### src/design/png_chunk_walker_top_assert.svh
// assertion macros shared by the png chunk walker modules
// no dependencies; included by the front queue and the parser back end
`ifndef PNG_CHUNK_WALKER_TOP_ASSERT_SVH
`define PNG_CHUNK_WALKER_TOP_ASSERT_SVH

// same-cycle implication under synchronous reset
`define PCW_ASSERT_NOW(label, clk, rst_n, ante, cons) \
  label: assert property (@(posedge clk) disable iff (!rst_n) (ante) |-> (cons)) \
    else $error("pcw assertion failed");

// next-cycle implication under synchronous reset
`define PCW_ASSERT_NEXT(label, clk, rst_n, ante, cons) \
  label: assert property (@(posedge clk) disable iff (!rst_n) (ante) |=> (cons)) \
    else $error("pcw assertion failed");

`endif

### src/design/pcw_pkg.sv
// shared types, codes and constants of the png chunk walker
// no dependencies; imported by every module of the block
package pcw_pkg;

  typedef enum logic [2:0] {
    PH_SIG  = 3'd0,
    PH_LEN  = 3'd1,
    PH_TYPE = 3'd2,
    PH_SKIP = 3'd3,
    PH_HALT = 3'd4
  } pcw_phase_t;

  localparam logic [1:0] KIND_HEADER = 2'd0;
  localparam logic [1:0] KIND_IHDR   = 2'd1;
  localparam logic [1:0] KIND_SIGERR = 2'd2;

  localparam logic [31:0] TYPE_IHDR = 32'h4948_4452;
  localparam logic [31:0] TYPE_IEND = 32'h4945_4E44;

  localparam logic [31:0] IHDR_LEN_MIN  = 32'd13;
  localparam logic [3:0]  IHDR_BYTES    = 4'd13;
  localparam logic [3:0]  IHDR_LAST_POS = 4'd12;
  localparam logic [32:0] CRC_BYTES     = 33'd4;
  localparam logic [15:0] COUNT_MAX     = 16'hFFFF;

  localparam logic [1:0] QUEUE_DEPTH = 2'd2;

  typedef struct packed {
    logic [7:0] data_byte;
    logic       start_of_file;
  } pcw_item_t;

  // queue head offered to the back end
  typedef struct packed {
    logic      valid;
    pcw_item_t item;
  } pcw_head_t;

  function automatic logic [7:0] sig_byte(input logic [2:0] idx);
    logic [7:0] v;
    case (idx)
      3'd0:    v = 8'd137;
      3'd1:    v = 8'd80;
      3'd2:    v = 8'd78;
      3'd3:    v = 8'd71;
      3'd4:    v = 8'd13;
      3'd5:    v = 8'd10;
      3'd6:    v = 8'd26;
      3'd7:    v = 8'd10;
      default: v = 8'd0;
    endcase
    return v;
  endfunction

endpackage

### src/design/pcw_front.sv
// input side: accepts bytes and holds them in a two-entry queue
// depends on pcw_pkg and the assertion macro header
`include "png_chunk_walker_top_assert.svh"

module pcw_front import pcw_pkg::*; (
  input  logic      clk,
  input  logic      rst_n,
  input  logic      in_valid,
  output logic      in_ready,
  input  logic [7:0] in_data_byte,
  input  logic      in_start_of_file,
  output pcw_head_t head,
  input  logic      pop
);

  pcw_item_t  slot_r [2];
  logic       wr_ptr_r, wr_ptr_nxt;
  logic       rd_ptr_r, rd_ptr_nxt;
  logic [1:0] count_r, count_nxt;
  logic       push;

  assign in_ready = (count_r != QUEUE_DEPTH);
  assign push     = in_valid && in_ready;

  assign head.valid = (count_r != 2'd0);
  assign head.item  = slot_r[rd_ptr_r];

  always_comb begin
    wr_ptr_nxt = push ? ~wr_ptr_r : wr_ptr_r;
    rd_ptr_nxt = pop ? ~rd_ptr_r : rd_ptr_r;
    count_nxt  = count_r + {1'b0, push} - {1'b0, pop};
  end

  always_ff @(posedge clk) begin
    if (!rst_n) begin
      wr_ptr_r <= 1'b0;
      rd_ptr_r <= 1'b0;
      count_r  <= 2'd0;
    end else begin
      wr_ptr_r <= wr_ptr_nxt;
      rd_ptr_r <= rd_ptr_nxt;
      count_r  <= count_nxt;
    end
  end

  always_ff @(posedge clk) begin
    if (push) begin
      slot_r[wr_ptr_r] <= '{data_byte: in_data_byte, start_of_file: in_start_of_file};
    end
  end

  `PCW_ASSERT_NOW(a_count_bound, clk, rst_n, 1'b1, count_r <= QUEUE_DEPTH)
  `PCW_ASSERT_NOW(a_pop_nonempty, clk, rst_n, pop, count_r != 2'd0)
  `PCW_ASSERT_NEXT(a_count_track, clk, rst_n, push && !pop, count_r == $past(count_r) + 2'd1)

endmodule

### src/design/pcw_back.sv
// parser back end: signature check, chunk walk, ihdr capture, output register
// depends on pcw_pkg and the assertion macro header
`include "png_chunk_walker_top_assert.svh"

module pcw_back import pcw_pkg::*; (
  input  logic        clk,
  input  logic        rst_n,
  input  pcw_head_t   head,
  output logic        pop,
  output logic        out_valid,
  input  logic        out_ready,
  output logic [1:0]  out_kind,
  output logic [15:0] out_chunk_index,
  output logic [31:0] out_chunk_length,
  output logic [31:0] out_chunk_type,
  output logic [31:0] out_image_width,
  output logic [31:0] out_image_height,
  output logic [7:0]  out_sample_depth,
  output logic [7:0]  out_pixel_format,
  output logic [7:0]  out_compression_method,
  output logic [7:0]  out_row_filter,
  output logic [7:0]  out_scan_order,
  output logic        out_is_last
);

  pcw_phase_t  phase_r, phase_nxt, ph_e;
  logic [3:0]  pos_r, pos_nxt, pos_e;
  logic [15:0] cnt_r, cnt_nxt, cnt_e;
  logic        hc_r, hc_nxt, hc_e;
  logic [31:0] len_r, len_nxt;
  logic [31:0] type_r, type_nxt;
  logic [32:0] skip_r, skip_nxt, skip_dec;
  logic [31:0] width_r, width_nxt;
  logic [31:0] height_r, height_nxt;
  logic [31:0] small_r, small_nxt;

  logic [7:0]  b;
  logic        sof;
  logic [31:0] len_sh, type_sh;
  logic        sig_ok, skip_done;

  logic        emit;
  logic [1:0]  r_kind;
  logic [15:0] r_index;
  logic [31:0] r_length, r_type, r_width, r_height;
  logic [7:0]  r_depth, r_color, r_comp, r_filter, r_inter;
  logic        r_last;

  logic        out_valid_r, out_valid_nxt;
  logic [1:0]  kind_r;
  logic [15:0] index_r;
  logic [31:0] o_length_r, o_type_r, o_width_r, o_height_r;
  logic [7:0]  depth_r, color_r, comp_r, filter_r, inter_r;
  logic        last_r;

  assign b   = head.item.data_byte;
  assign sof = head.item.start_of_file;
  assign pop = head.valid && (!out_valid_r || out_ready);

  // start of file restarts parsing with this byte
  assign ph_e  = sof ? PH_SIG : phase_r;
  assign pos_e = sof ? 4'd0 : pos_r;
  assign cnt_e = sof ? 16'd0 : cnt_r;
  assign hc_e  = sof ? 1'b0 : hc_r;

  assign len_sh    = {len_r[23:0], b};
  assign type_sh   = {type_r[23:0], b};
  assign sig_ok    = (b == sig_byte(pos_e[2:0]));
  assign skip_dec  = (skip_r != 33'd0) ? skip_r - 33'd1 : skip_r;
  assign skip_done = (skip_dec == 33'd0);

  // next phase
  always_comb begin
    phase_nxt = ph_e;
    case (ph_e)
      PH_SIG: begin
        if (!sig_ok) phase_nxt = PH_HALT;
        else if (pos_e >= 4'd7) phase_nxt = PH_LEN;
      end
      PH_LEN: begin
        if (pos_e >= 4'd3) phase_nxt = PH_TYPE;
      end
      PH_TYPE: begin
        if (pos_e >= 4'd3) phase_nxt = (type_sh == TYPE_IEND) ? PH_HALT : PH_SKIP;
      end
      PH_SKIP: begin
        if (skip_done) phase_nxt = PH_LEN;
      end
      default: phase_nxt = ph_e;
    endcase
  end

  // result of this byte
  always_comb begin
    emit     = 1'b0;
    r_kind   = KIND_HEADER;
    r_index  = cnt_e;
    r_length = len_r;
    r_type   = type_r;
    r_width  = 32'd0;
    r_height = 32'd0;
    r_depth  = 8'd0;
    r_color  = 8'd0;
    r_comp   = 8'd0;
    r_filter = 8'd0;
    r_inter  = 8'd0;
    r_last   = 1'b0;
    case (ph_e)
      PH_SIG: begin
        if (!sig_ok) begin
          emit     = 1'b1;
          r_kind   = KIND_SIGERR;
          r_index  = 16'd0;
          r_length = 32'd0;
          r_type   = 32'd0;
          r_last   = 1'b1;
        end
      end
      PH_TYPE: begin
        if (pos_e >= 4'd3) begin
          emit   = 1'b1;
          r_type = type_sh;
          r_last = (type_sh == TYPE_IEND);
        end
      end
      PH_SKIP: begin
        if (hc_e && pos_e == IHDR_LAST_POS) begin
          emit     = 1'b1;
          r_kind   = KIND_IHDR;
          r_width  = width_r;
          r_height = height_r;
          r_depth  = small_r[31:24];
          r_color  = small_r[23:16];
          r_comp   = small_r[15:8];
          r_filter = small_r[7:0];
          r_inter  = b;
        end
      end
      default: emit = 1'b0;
    endcase
  end

  // datapath next values
  always_comb begin
    pos_nxt    = pos_e;
    cnt_nxt    = cnt_e;
    hc_nxt     = hc_e;
    len_nxt    = len_r;
    type_nxt   = type_r;
    skip_nxt   = skip_r;
    width_nxt  = width_r;
    height_nxt = height_r;
    small_nxt  = small_r;
    case (ph_e)
      PH_SIG: begin
        if (sig_ok) pos_nxt = (pos_e >= 4'd7) ? 4'd0 : pos_e + 4'd1;
      end
      PH_LEN: begin
        len_nxt = len_sh;
        pos_nxt = (pos_e >= 4'd3) ? 4'd0 : pos_e + 4'd1;
      end
      PH_TYPE: begin
        type_nxt = type_sh;
        if (pos_e < 4'd3) begin
          pos_nxt = pos_e + 4'd1;
        end else begin
          pos_nxt  = 4'd0;
          hc_nxt   = (type_sh == TYPE_IHDR) && (len_r >= IHDR_LEN_MIN);
          skip_nxt = {1'b0, len_r} + CRC_BYTES;
        end
      end
      PH_SKIP: begin
        skip_nxt = skip_dec;
        if (hc_e && pos_e < IHDR_BYTES) begin
          if (pos_e < 4'd4) width_nxt = {width_r[23:0], b};
          else if (pos_e < 4'd8) height_nxt = {height_r[23:0], b};
          else if (pos_e < IHDR_LAST_POS) small_nxt = {small_r[23:0], b};
          if (pos_e == IHDR_LAST_POS) hc_nxt = 1'b0;
          pos_nxt = pos_e + 4'd1;
        end
        if (skip_done) begin
          pos_nxt = 4'd0;
          hc_nxt  = 1'b0;
          if (cnt_e != COUNT_MAX) cnt_nxt = cnt_e + 16'd1;
        end
      end
      default: pos_nxt = pos_e;
    endcase
  end

  always_comb begin
    if (pop && emit) out_valid_nxt = 1'b1;
    else if (out_ready) out_valid_nxt = 1'b0;
    else out_valid_nxt = out_valid_r;
  end

  always_ff @(posedge clk) begin
    if (!rst_n) begin
      phase_r     <= PH_SIG;
      pos_r       <= 4'd0;
      cnt_r       <= 16'd0;
      hc_r        <= 1'b0;
      out_valid_r <= 1'b0;
    end else begin
      out_valid_r <= out_valid_nxt;
      if (pop) begin
        phase_r <= phase_nxt;
        pos_r   <= pos_nxt;
        cnt_r   <= cnt_nxt;
        hc_r    <= hc_nxt;
      end
    end
  end

  always_ff @(posedge clk) begin
    if (pop) begin
      len_r    <= len_nxt;
      type_r   <= type_nxt;
      skip_r   <= skip_nxt;
      width_r  <= width_nxt;
      height_r <= height_nxt;
      small_r  <= small_nxt;
    end
    if (pop && emit) begin
      kind_r     <= r_kind;
      index_r    <= r_index;
      o_length_r <= r_length;
      o_type_r   <= r_type;
      o_width_r  <= r_width;
      o_height_r <= r_height;
      depth_r    <= r_depth;
      color_r    <= r_color;
      comp_r     <= r_comp;
      filter_r   <= r_filter;
      inter_r    <= r_inter;
      last_r     <= r_last;
    end
  end

  assign out_valid              = out_valid_r;
  assign out_kind               = kind_r;
  assign out_chunk_index        = index_r;
  assign out_chunk_length       = o_length_r;
  assign out_chunk_type         = o_type_r;
  assign out_image_width        = o_width_r;
  assign out_image_height       = o_height_r;
  assign out_sample_depth       = depth_r;
  assign out_pixel_format       = color_r;
  assign out_compression_method = comp_r;
  assign out_row_filter         = filter_r;
  assign out_scan_order         = inter_r;
  assign out_is_last            = last_r;

  `PCW_ASSERT_NOW(a_sigerr_last, clk, rst_n, out_valid_r && kind_r == KIND_SIGERR, last_r)
  `PCW_ASSERT_NOW(a_capture_in_skip, clk, rst_n, hc_r, phase_r == PH_SKIP)
  `PCW_ASSERT_NEXT(a_halt_silent, clk, rst_n,
                   pop && phase_r == PH_HALT && !sof && out_ready, !out_valid_r)

endmodule

### src/design/png_chunk_walker_top.sv
// top level of the png chunk walker: front queue feeding the parser back end
// depends on pcw_pkg, pcw_front and pcw_back
//
// The block parses a PNG file fed one byte per item and sustains one byte per
// clock while the receiver does not stall: a two-entry queue in the front takes
// a byte in every cycle that it has room, and the parser in the back consumes
// one byte a cycle whenever its output register is empty or is being drained.
// A byte that causes a result passes through a queue slot and then the output
// register before the result is offered. Assert start_of_file on the first
// signature byte of each file; after a signature error or the IEND header the
// parser ignores bytes until the next start of file.

module png_chunk_walker_top import pcw_pkg::*; (
  input  logic        clk,
  input  logic        rst_n,
  input  logic        in_valid,
  output logic        in_ready,
  input  logic [7:0]  in_data_byte,
  input  logic        in_start_of_file,
  output logic        out_valid,
  input  logic        out_ready,
  output logic [1:0]  out_kind,
  output logic [15:0] out_chunk_index,
  output logic [31:0] out_chunk_length,
  output logic [31:0] out_chunk_type,
  output logic [31:0] out_image_width,
  output logic [31:0] out_image_height,
  output logic [7:0]  out_sample_depth,
  output logic [7:0]  out_pixel_format,
  output logic [7:0]  out_compression_method,
  output logic [7:0]  out_row_filter,
  output logic [7:0]  out_scan_order,
  output logic        out_is_last
);

  pcw_head_t head;
  logic      pop;

  pcw_front u_front (
    .clk              (clk),
    .rst_n            (rst_n),
    .in_valid         (in_valid),
    .in_ready         (in_ready),
    .in_data_byte     (in_data_byte),
    .in_start_of_file (in_start_of_file),
    .head             (head),
    .pop              (pop)
  );

  pcw_back u_back (
    .clk                    (clk),
    .rst_n                  (rst_n),
    .head                   (head),
    .pop                    (pop),
    .out_valid              (out_valid),
    .out_ready              (out_ready),
    .out_kind               (out_kind),
    .out_chunk_index        (out_chunk_index),
    .out_chunk_length       (out_chunk_length),
    .out_chunk_type         (out_chunk_type),
    .out_image_width        (out_image_width),
    .out_image_height       (out_image_height),
    .out_sample_depth       (out_sample_depth),
    .out_pixel_format       (out_pixel_format),
    .out_compression_method (out_compression_method),
    .out_row_filter         (out_row_filter),
    .out_scan_order         (out_scan_order),
    .out_is_last            (out_is_last)
  );

endmodule

### config.mk
export PLATFORM = sky130hd
export DESIGN_NAME = png_chunk_walker_top
export DESIGN_NICKNAME = d
export VERILOG_FILES = /design/src/design/pcw_pkg.sv /design/src/design/pcw_front.sv /design/src/design/pcw_back.sv /design/src/design/png_chunk_walker_top.sv
export VERILOG_INCLUDE_DIRS = /design/src /design/src/design
export SDC_FILE = /design/constraint.sdc
export NUM_CORES = 1
export LEC_CHECK = 0
export BUFFER_PORTS_ARGS = -buffer_cell sky130_fd_sc_hd__buf_2
export CAP_MARGIN = 20
export CORE_MARGIN = 8
export CORE_UTILIZATION = 51
export CTS_CLUSTER_DIAMETER = 40
export DETAILED_ROUTE_END_ITERATION = 10
export GPL_TIMING_DRIVEN = 1
export MAX_ROUTING_LAYER = met4
export PLACE_DENSITY = 0.8
export SLEW_MARGIN = 20
export SYNTH_ARGS = -nofsm -noshare
export SYNTH_HDL_FRONTEND = slang
export SYNTH_SLANG_ARGS = --single-unit
### constraint.sdc
create_clock -name clk -period 19.6 [get_ports clk]
set_input_delay 3.92 -clock clk [delete_from_list [all_inputs] [get_ports clk]]
set_output_delay 3.92 -clock clk [all_outputs]
set_load 0.02 [all_outputs]
---- Word-level counts from Yosys, hierarchy flattened ----
Memories as Yosys holds them, arrays and structs flattened. A register that Yosys moved wholly into a read port is not among the register bits.
Cells that the tools add are included.
operators by class
  muxes and demuxes ....................... 51
  reductions and logical operators ........ 21
  magnitude comparators ................... 8
  bitwise logic cells ..................... 4
  $add $sub $neg .......................... 6
  equal/unequal tests ..................... 10
operators by type and width
  cell                                                    number
  two-way mux 32 bit                                      4
  two-way mux 16 bit                                      6
  two-way mux 33 bit                                      2
  one-hot mux 33 bit (2 select lines)                     1
  equality test 32 x 31 -> 1 bit (second input constant)  2
  one-hot mux 32 bit (2 select lines)                     1
  adder 32 x 3 -> 33 bit (second input constant)          1
  logical NOT 33 bit                                      1
  nonzero test 33 bit                                     1
  subtractor 33 x 1 -> 33 bit (second input constant)     1
  >= comparator 32 x 4 -> 1 bit (second input constant)   1
  two-way mux 4 bit                                       7
  two-way mux 3 bit                                       7
  adder 16 x 1 -> 16 bit (second input constant)          1
  two-way mux 1 bit                                       16
  inequality test 16 bit (second input constant)          1
  one-hot mux 4 bit (4 select lines)                      1
  less-than comparator 4 bit (second input constant)      3
  one-hot mux 3 bit (4 select lines)                      1
  equality test 8 bit                                     1
  equality test 3 x 2 -> 1 bit (second input constant)    2
  logical AND 1 bit                                       6
  AND reduction 2 bit                                     3
  AND reduction 6 bit                                     1
  other kinds (22)                                        29
storage, ports and cells
  register bits after elaboration ......... 409
  memories ................................ 2
  output and inout bits ................... 189
  bits in read-only memories .............. 56
  memory bits (writable) .................. 18
  input port bits ......................... 13
memories
  name              depth  width  read ports  clocked after Yosys merged registers in  write ports  RTL line         RTL
  (name not given)  8      7      1           0                                        0            pcw_pkg.sv:41    case (idx)
  u_front.slot_r    2      9      1           1                                        1            pcw_front.sv:16  pcw_item_t slot_r [2];

---- Depth between registers and ports, before layout ----
Gate-level depths: netlist of the first run.
  depth after elaboration ................. 7
  mapped depth ............................ 15

---- Modules after synthesis ----
A second synthesis of the first run with hierarchy kept.
second synthesis, totals
  cell total of the unflattened synthesis .. 1268
  area total of the unflattened synthesis .. 17762.0 µm²
by module, submodules not included
  module     area an instance (µm²)  instances  cells an instance
  pcw_back   16848.7                 1          1212
  pcw_front  913.4                   1          56

---- Least setup slack after synthesis of the first run ----
No wires, ideal clock.
  path type ............................... input to register
  start ................................... in out_ready
  end ..................................... reg u_back.index_r[0] (netlist: u_back.out_chunk_index[0]), enable pin
  path slack .............................. 5.240 ns
  data arrival time ....................... 13.513 ns
  cell stages on the path ................. 4
  required time ........................... 18.753 ns
  cells stage by stage .................... inv_1 -> nand2_1 -> o21ai_2 -> a31oi_1
on the way
  word-level cells in the longest chain between the ends .. 3
RTL lines
  what                  RTL line                    RTL
  start, declared       png_chunk_walker_top.sv:21  input logic out_ready,
  logical OR 1 bit      pcw_back.sv:58              assign pop = head.valid && (!out_valid_r || out_ready);
  logical AND 1 bit     pcw_back.sv:58
  logical AND 1 bit     pcw_back.sv:224             if (pop && emit) begin
  end signal, assigned  pcw_back.sv:226             index_r <= r_index;
  end, declared         pcw_back.sv:51              logic [15:0] index_r;
No other way between the ends.
A chain may end at the register's enable or synchronous reset.

---- Worst setup path in the final report of the first run ----
  start ................................... in out_ready
  end ..................................... reg u_back.o_height_r[22] (netlist: u_back.out_image_height[22]), enable pin
on the way
  word-level cells in the longest chain between the ends .. 3
RTL lines
  what                  RTL line         RTL
  logical OR 1 bit      pcw_back.sv:58
  logical AND 1 bit     pcw_back.sv:58
  logical AND 1 bit     pcw_back.sv:224
  end signal, assigned  pcw_back.sv:230  o_height_r <= r_height;
  end, declared         pcw_back.sv:52   logic [31:0] o_length_r, o_type_r, o_width_r, o_height_r;
No other way between the ends.

==> results of run 1 <==
## sequential cells by signal (all words and copies together) (netlist names), 16 cells and up, named ones only
register / flops
u_back.len_r: 32
u_back.out_chunk_type: 32
u_back.out_image_height: 32
u_back.width_r: 32
u_back.out_chunk_length: 32
u_back.out_image_width: 32
u_back.out_chunk_index: 16
u_back.small_r: 32
u_back.skip_r: 33
u_back.cnt_r: 16
u_back.type_r: 32
u_back.height_r: 32
u_front.slot_r: 18
## layer usage
metal  global-route usage  part of all wire
met2                0.296              0.46
met4               0.0666             0.029
met1                0.260              0.43
met5                    -                 0
met3               0.0367             0.082
## worst register-to-register path: cells and delay by family (launching register included)
kind                       cells  cell delay, ns
and+or+nand+nor                5            1.20
buffers and inverters          3            1.17
AOI/OAI and AO/OA              1            0.83
DFF                            1            0.66
muxes                          2            0.44
adders and majority gates      1            0.37
xor gates and xnor gates       1            0.16
## cell type report
type | instances | area [sq um] | share of cell area
tap | 455 | 569 | 0.0274
sequential | 428 | 12600 | 0.603
multi-input combinational | 768 | 4880 | 0.235
inverter | 30 | 113 | 0.00541
timing repair buffer | 216 | 1130 | 0.0545
clock inverter | 30 | 280 | 0.0135
clock buffer | 62 | 1270 | 0.0613
## report_power, final
| group | switching (mW) | internal [mW] | leakage, nW |
|---|---|---|---|
| clock network | 0.370 | 0.487 | 0.743 |
| logic | 0.590 | 0.218 | 2.87 |
| registers | 0.119 | 1.31 | 3.98 |
## cell families after synthesis
kind of cell,share of synthesized area
xor gates and xnor gates,0.0301
AOI/OAI and AO/OA,0.0681
adders and majority gates,0.00705
and+or+nand+nor,0.156
buffers and inverters,0.0207
muxes,0.0103
DFF,0.708
## layout by cell type (no fill, tap or decap), drive strengths merged, types with 4 or more instances in the layout
| cell | count |
|---|---|
| and4 | 5 |
| o211ai | 6 |
| buf | 216 |
| o21ai | 54 |
| and3 | 40 |
| mux2i | 16 |
| inv | 36 |
| or3 | 14 |
| and2 | 138 |
| edfxtp | 398 |
| xnor2 | 37 |
| clkinv | 18 |
| a22o | 24 |
| nor2 | 62 |
| nand3 | 31 |
| nor3 | 19 |
| nand2 | 102 |
| or4 | 11 |
| clkbuf | 62 |
| nor4b | 4 |
| nand4 | 19 |
| o31ai | 8 |
| ha | 10 |
| nor4 | 33 |
| dfxtp | 30 |
| a31oi | 10 |
| a21oi | 34 |
| clkinvlp | 5 |
| a31o | 5 |
| xor2 | 24 |
| a21o | 8 |
## metrics by stage
stage	setup WS (ns)	instances	utilization	total power [mW]
after floorplan	5.24	1285	-	2.02
after global placement	13.37	1896	0.560	2.25
after detailed placement	13.34	1896	0.560	2.26
after CTS	13.92	1988	0.605	3.12
after global routing	13.69	1989	0.605	3.23
final	13.87	1989	0.605	3.09
## worst max-delay path by stage
stage | startpoint | to | slack [ns]
after floorplan | out_ready | u_back.out_chunk_index[0]$_DFFE_PP_ | 5.24
after global placement | out_ready | u_back.out_scan_order[5]$_SDFFCE_PN0P_ | 13.37
after detailed placement | out_ready | u_back.out_scan_order[6]$_SDFFCE_PN0P_ | 13.34
after CTS | out_ready | u_back.out_scan_order[4]$_SDFFCE_PN0P_ | 13.92
after global routing | flip-flop | u_back.out_image_height[22]$_SDFFCE_PN0P_ | 13.69
final | out_ready | u_back.out_image_height[22]$_SDFFCE_PN0P_ | 13.87
==> flow_metrics.env, run 1 <==
export IMPL_area_growth_synth_to_final_pct=17.3
export IMPL_ys_flop_type="sky130_fd_sc_hd__edfxtp_1"
export IMPL_status="completed"
export IMPL_core_region_area_sq_um=34400
export IMPL_synth_warnings=0
export IMPL_start_kind="input port"
export IMPL_synthesis_area_sq_um=17700
export IMPL_boundaryPins=202
export IMPL_worstHoldPathCells=0
export IMPL_reg2reg_setup_slack_ns=14.13
export IMPL_final_hold_worst_slack_ns=0.434
export IMPL_worst_setup_path_type="input port to flip-flop"
export IMPL_cts_max_path_buffers=3
export IMPL_cp_buffers_inverters=3
export IMPL_final_min_clock_period_ns=5.73
export IMPL_detailedRoute_firstPassIterationCount=5
export IMPL_routed_via_density=5.68
export IMPL_final_net_count=1516
export IMPL_grt_pass1_wl_mm=61.4
export IMPL_drv_slew=0
export IMPL_ctsRootBufferMaster="sky130_fd_sc_hd__clkbuf_16"
export IMPL_antenna_violations_before_repair=0
export IMPL_worst_path_stages=6
export IMPL_maxCapViolCount=0
export IMPL_timing_critical_path_fanout_max=166
export IMPL_crit_required_ns=19.78
export IMPL_synth_avg_cell_area_sq_um=13.8
export IMPL_starting_density=0.516
export IMPL_synth_largest_area_cell="sky130_fd_sc_hd__edfxtp_1"
export IMPL_ys_top_cells_by_area="sky130_fd_sc_hd__edfxtp_1 (67%), sky130_fd_sc_hd__and2_1 (4.9%), sky130_fd_sc_hd__dfxtp_1 (3.4%)"
export IMPL_synth_common_cells="sky130_fd_sc_hd__edfxtp_1 (398), sky130_fd_sc_hd__and2_1 (138), sky130_fd_sc_hd__nand2_1 (102)"
export IMPL_path_cells="buf_2, inv_1, nand2_1, o21ai_2, a31oi_4, buf_12"
export IMPL_min_path_type="flip-flop to flip-flop"
export IMPL_synth_yosys_seq_area_share=0.708
export IMPL_tritoncts="built"
export IMPL_post_cts_setup_buffer_count=0
export IMPL_path_delay_family="compound AO/OA/AOI/OAI gates"
export IMPL_regToRegEndpoint="u_back.out_image_height[22]$_SDFFCE_PN0P_"
export IMPL_cts_reportedPaths_clkPinSlew_ns=0.06
export IMPL_timing_clock_skew_ns=0.0378
export IMPL_cts_made_buffers=49
export IMPL_routed_wire_length_per_instance_um=20.1
export IMPL_final_setup_viol_count=0
export IMPL_tightestPinTransition_ns=0.993
export IMPL_die_h_um=202
export IMPL_syn_nets=1308
export IMPL_num_vias=11300
export IMPL_hpwl_mm=27.3
export IMPL_clock_sinks=428
export IMPL_synth_enable_flop_cells=398
export IMPL_power_density_nw_per_um2=149
export IMPL_floorplan_die_area_sq_um=41000
export IMPL_hold_path_endpoint="u_back.width_r[20]$_DFFE_PP_"
export IMPL_rsz0062_at_grt="false"
export IMPL_vdd_ir_drop_worst_v=0.000131
export IMPL_cp_arrival_ns=5.91
export IMPL_final_min_period_over_clock_period=0.292
export IMPL_crit_path_end_kind="flip-flop"
export IMPL_hp_start="u_back.width_r[12]$_DFFE_PP_"
export IMPL_post_route_cells_drive_above_1_share=0.217
export IMPL_h_tree_depth=2
export IMPL_hold_viol=0
export IMPL_grt_max_degree=167
export IMPL_worst_r2r_cell_count=13
export IMPL_drc_errors=0
export IMPL_fin_tns_setup_ns=0
export IMPL_all_layer_global_routing_usage=0.194
export IMPL_finish_instance_area_sq_um=20800
export IMPL_gp_congestion=0.927
export IMPL_ys_seq_elements=428
export IMPL_vias_in_the_first_global_route=10800
export IMPL_post_cts_resize_count=0
export IMPL_critical_path_max_stage_delay_ns=0.74
export IMPL_synth_top_area_share=0.674
export IMPL_synthMostInstantiatedCell="sky130_fd_sc_hd__edfxtp_1"
export IMPL_synth_cells=1285
export IMPL_fill_cells=2565
export IMPL_max_slew_margin_rel=0.338
export IMPL_synth_async_sr_flop_share=0
export IMPL_cts_hold_fix_buffers=0
export IMPL_synth_distinct_cells=71
export IMPL_num_antenna_cells=0
export IMPL_drt_initial_drc_count=1058
export IMPL_max_freq_mhz=175
export IMPL_floorplan_die_width_um=202
export IMPL_clk_insertion_delay_late_ns=0.58
export IMPL_row_count=68
export IMPL_total_leakage_power_nw=7.59
export IMPL_critPathSlowestCell="sky130_fd_sc_hd__a31oi_4"
export IMPL_io_buffer_count=201
export IMPL_finalWirelength_mm=40.0
export IMPL_postPlaceCellArea_sq_um=19200
export IMPL_overflow=0
export IMPL_antenna_violating_nets_post_route=0
No activity file was read; power rests on OpenSTA's default activity.
==> run 2, diff against run 1 <==
--- a/config.mk
+++ b/config.mk
@@ -6,6 +6,7 @@
 export SDC_FILE = /design/constraint.sdc
 export NUM_CORES = 1
 export LEC_CHECK = 0
+export ABC_AREA = 1
 export BUFFER_PORTS_ARGS = -buffer_cell sky130_fd_sc_hd__buf_2
 export CAP_MARGIN = 20
 export CORE_MARGIN = 8
==> constraint.sdc (replaced) <==
create_clock -name clk -period 5.62 [get_ports clk]
set_input_delay 1.124 -clock clk [delete_from_list [all_inputs] [get_ports clk]]
set_output_delay 1.124 -clock clk [all_outputs]
set_load 0.02 [all_outputs]
==> run 2 against run 1 <==
Clock skew shrank 0.017 ns. Synthesized cell count is 33% higher. Cell count grew 23%. Power rose to 3.8 times the previous value. Sequential power rose to 3.5 times the previous value. Sequential share of layout area fell by 3.1 points. Critical path type is now flip-flop to flip-flop. Largest power group unchanged.
==> flow_metrics.env, run 2 <==
export IMPL_final_util=0.606
export IMPL_power_density_nw_per_um2=538
export IMPL_clock_sinks=428
export IMPL_synth_cells=1705
export IMPL_crit_required_ns=5.88
export IMPL_cts_max_path_buffers=3
export IMPL_final_net_count=1955
export IMPL_total_leakage_power_nw=8.93
export IMPL_drv_slew=0
export IMPL_top_register="u_back.skip_r"
export IMPL_cts_reportedPaths_clkPinSlew_ns=0.06
export IMPL_fin_tns_setup_ns=0
export IMPL_synth_distinct_cells=48
export IMPL_max_freq_mhz=221
export IMPL_cp_buffers_inverters=6
export IMPL_final_min_clock_period_ns=4.52
export IMPL_max_slew_margin_rel=0.286
export IMPL_hp_start="u_back.height_r[23]$_DFFE_PP_"
export IMPL_grt_pass1_wl_mm=68.1
export IMPL_boundaryPins=202
export IMPL_crit_top_cell="sky130_fd_sc_hd__nand2_1"
export IMPL_routed_wire_length_per_instance_um=18.3
export IMPL_h_tree_depth=2
export IMPL_die_h_um=207
export IMPL_ys_top_cells_by_area="sky130_fd_sc_hd__edfxtp_1 (64%), sky130_fd_sc_hd__nor2_1 (6.1%), sky130_fd_sc_hd__inv_1 (5.7%)"
export IMPL_tightestPinTransition_ns=1.07
export IMPL_layout_cells_most_common_list="sky130_fd_sc_hd__edfxtp_1 (398), sky130_fd_sc_hd__nor2_1 (298), sky130_fd_sc_hd__inv_1 (283)"
export IMPL_postPlaceCellArea_sq_um=20100
export IMPL_placedCellCount=2345
export IMPL_num_antenna_cells=0
export IMPL_clk_insertion_delay_late_ns=0.58
export IMPL_post_cts_resize_count=0
export IMPL_maxCapViolCount=0
export IMPL_total_power_of_the_final_layout_mw=11.8
export IMPL_status="completed"
export IMPL_final_min_period_over_clock_period=0.805
export IMPL_cp_arrival_ns=4.78
export IMPL_number_of_flip_flops_under_the_largest_register_name=33
export IMPL_finalWirelength_mm=44.7
export IMPL_ctsRootBufferMaster="sky130_fd_sc_hd__clkbuf_16"
export IMPL_ys_seq_elements=428
export IMPL_floorplan_die_width_um=207
export IMPL_detail_route_wirelength_met1_mm=18.1
export IMPL_drc_errors=0
export IMPL_critical_path_max_stage_delay_ns=0.53
export IMPL_min_path_type="flip-flop to flip-flop"
export IMPL_rsz0062_at_grt="false"
export IMPL_starting_density=0.513
export IMPL_overflow=0
export IMPL_vdd_ir_drop_worst_v=0.000395
export IMPL_ys_flop_type="sky130_fd_sc_hd__edfxtp_1"
export IMPL_core_region_area_sq_um=36200
export IMPL_cts_made_buffers=52
export IMPL_grt_max_degree=105
export IMPL_finish_cell_count_without_fillers=2443
export IMPL_synthMostInstantiatedCell="sky130_fd_sc_hd__edfxtp_1"
export IMPL_drt_initial_drc_count=1068
export IMPL_all_layer_global_routing_usage=0.211
export IMPL_synth_enable_flop_cells=398
export IMPL_tritoncts="built"
export IMPL_met3_length_mm=2.63
export IMPL_synth_largest_area_cell="sky130_fd_sc_hd__edfxtp_1"
export IMPL_post_cts_setup_buffer_count=0
export IMPL_critPathSlowestCell="sky130_fd_sc_hd__dfxtp_1"
export IMPL_timing_critical_path_fanout_max=86
export IMPL_timing_clock_skew_ns=0.0211
export IMPL_final_setup_viol_count=0
export IMPL_finish_instance_area_sq_um=21900
export IMPL_syn_nets=1728
export IMPL_detailedRoute_firstPassIterationCount=6
export IMPL_synth_top_area_share=0.644
export IMPL_antenna_violating_nets_post_route=0
export IMPL_cts_hold_fix_buffers=0
export IMPL_io_buffer_count=201
export IMPL_worst_setup_path_type="flip-flop to flip-flop"
export IMPL_area_growth_synth_to_final_pct=18.3
export IMPL_synth_common_cells="sky130_fd_sc_hd__edfxtp_1 (398), sky130_fd_sc_hd__nor2_1 (300), sky130_fd_sc_hd__inv_1 (284)"
export IMPL_row_count=70
export IMPL_synthesis_area_sq_um=18500
export IMPL_path_delay_family="buffers and inverters"
export IMPL_post_route_cells_drive_above_1_share=0.198
export IMPL_synth_async_sr_flop_share=0
export IMPL_path_cells="inv_4, nand2_1, nand2_1, buf_4, nor2_1, inv_1, ha_1, nand2_1, o21ai_0, xor2_1, nor2_1, nand3_1, nand2_1, inv_2, o31ai_2, clkinvlp_4, buf_12"
export IMPL_synth_yosys_seq_area_share=0.677
export IMPL_route_top_layer_used="met4"
export IMPL_dr_wl_met2_mm=22.5
export IMPL_antenna_violations_before_repair=0
export IMPL_hold_viol=0
export IMPL_floorplan_die_area_sq_um=42700
export IMPL_num_vias=12800
export IMPL_synth_warnings=0
export IMPL_gp_congestion=0.902
export IMPL_hpwl_mm=31.5
export IMPL_crit_path_end_kind="flip-flop"
export IMPL_routed_via_density=5.24
export IMPL_vias_in_the_first_global_route=12600
export IMPL_start_kind="flip-flop"
export IMPL_layout_commonest_cell="sky130_fd_sc_hd__edfxtp_1"
export IMPL_synth_avg_cell_area_sq_um=10.9
-- run 2: changes by cell type after synthesis, moves of 31 or more --
cell / delta
sky130_fd_sc_hd__xnor2_1: -31
sky130_fd_sc_hd__o22ai_1: +31
sky130_fd_sc_hd__and3_1: -39
sky130_fd_sc_hd__and2_1: -137
sky130_fd_sc_hd__inv_1: +255
sky130_fd_sc_hd__nand2_1: +131
sky130_fd_sc_hd__nor2_1: +238
-- run 2: layout make-up --
type / count / area (sq um)
fill: 2815 / 14200
timing repair buffer: 215 / 1140
sequential: 428 / 12600
clock buffer: 64 / 1380
clock inverter: 33 / 429
tap: 468 / 586
multi-input combinational: 944 / 4750
inverter: 291 / 1100
-- run 2: power breakdown --
part / internal, mW / switching, mW
clock: 2.09 / 1.34
sequential: 4.68 / 0.368
combinational: 0.809 / 2.51
-- run 2: per-layer routing --
metal	global-route usage	vias up
met5	-	-
met1	0.259	6130
met4	0.0796	0
met2	0.354	451
li1	-	6120
met3	0.0290	103
-- run 2: kinds of logic (layout without fill, tap and decap cells) --
logic type | count (synthesis) | count (layout) | synth area share
AOI/OAI and AO/OA | 155 | 155 | 0.0472
and+or+nand+nor | 740 | 740 | 0.181
adders and majority gates | 10 | 10 | 0.00675
xor gates and xnor gates | 39 | 39 | 0.0184
DFF | 428 | 428 | 0.677
buffers and inverters | 333 | 603 | 0.0700
-- run 2: worst paths after layout --
kind	depth (start not counted)	end	slack, ns
max	17	u_back.out_image_height[22]$_SDFFCE_PN0P_	1.10
min	0	u_back.height_r[31]$_DFFE_PP_	0.44
max reg2reg	17	u_back.out_image_height[22]$_SDFFCE_PN0P_	1.10
min reg2reg	0	u_back.height_r[31]$_DFFE_PP_	0.44
-- run 2: stage by stage --
stage | setup WS [ns] | hold slack (ns)
final | 1.10 | 0.444
after global routing | 0.562 | 0.451
after CTS | 1.11 | 0.446
after detailed placement | 1.14 | 0.432
after global placement | 1.22 | 0.429
after floorplan | 0.0172 | 0.425
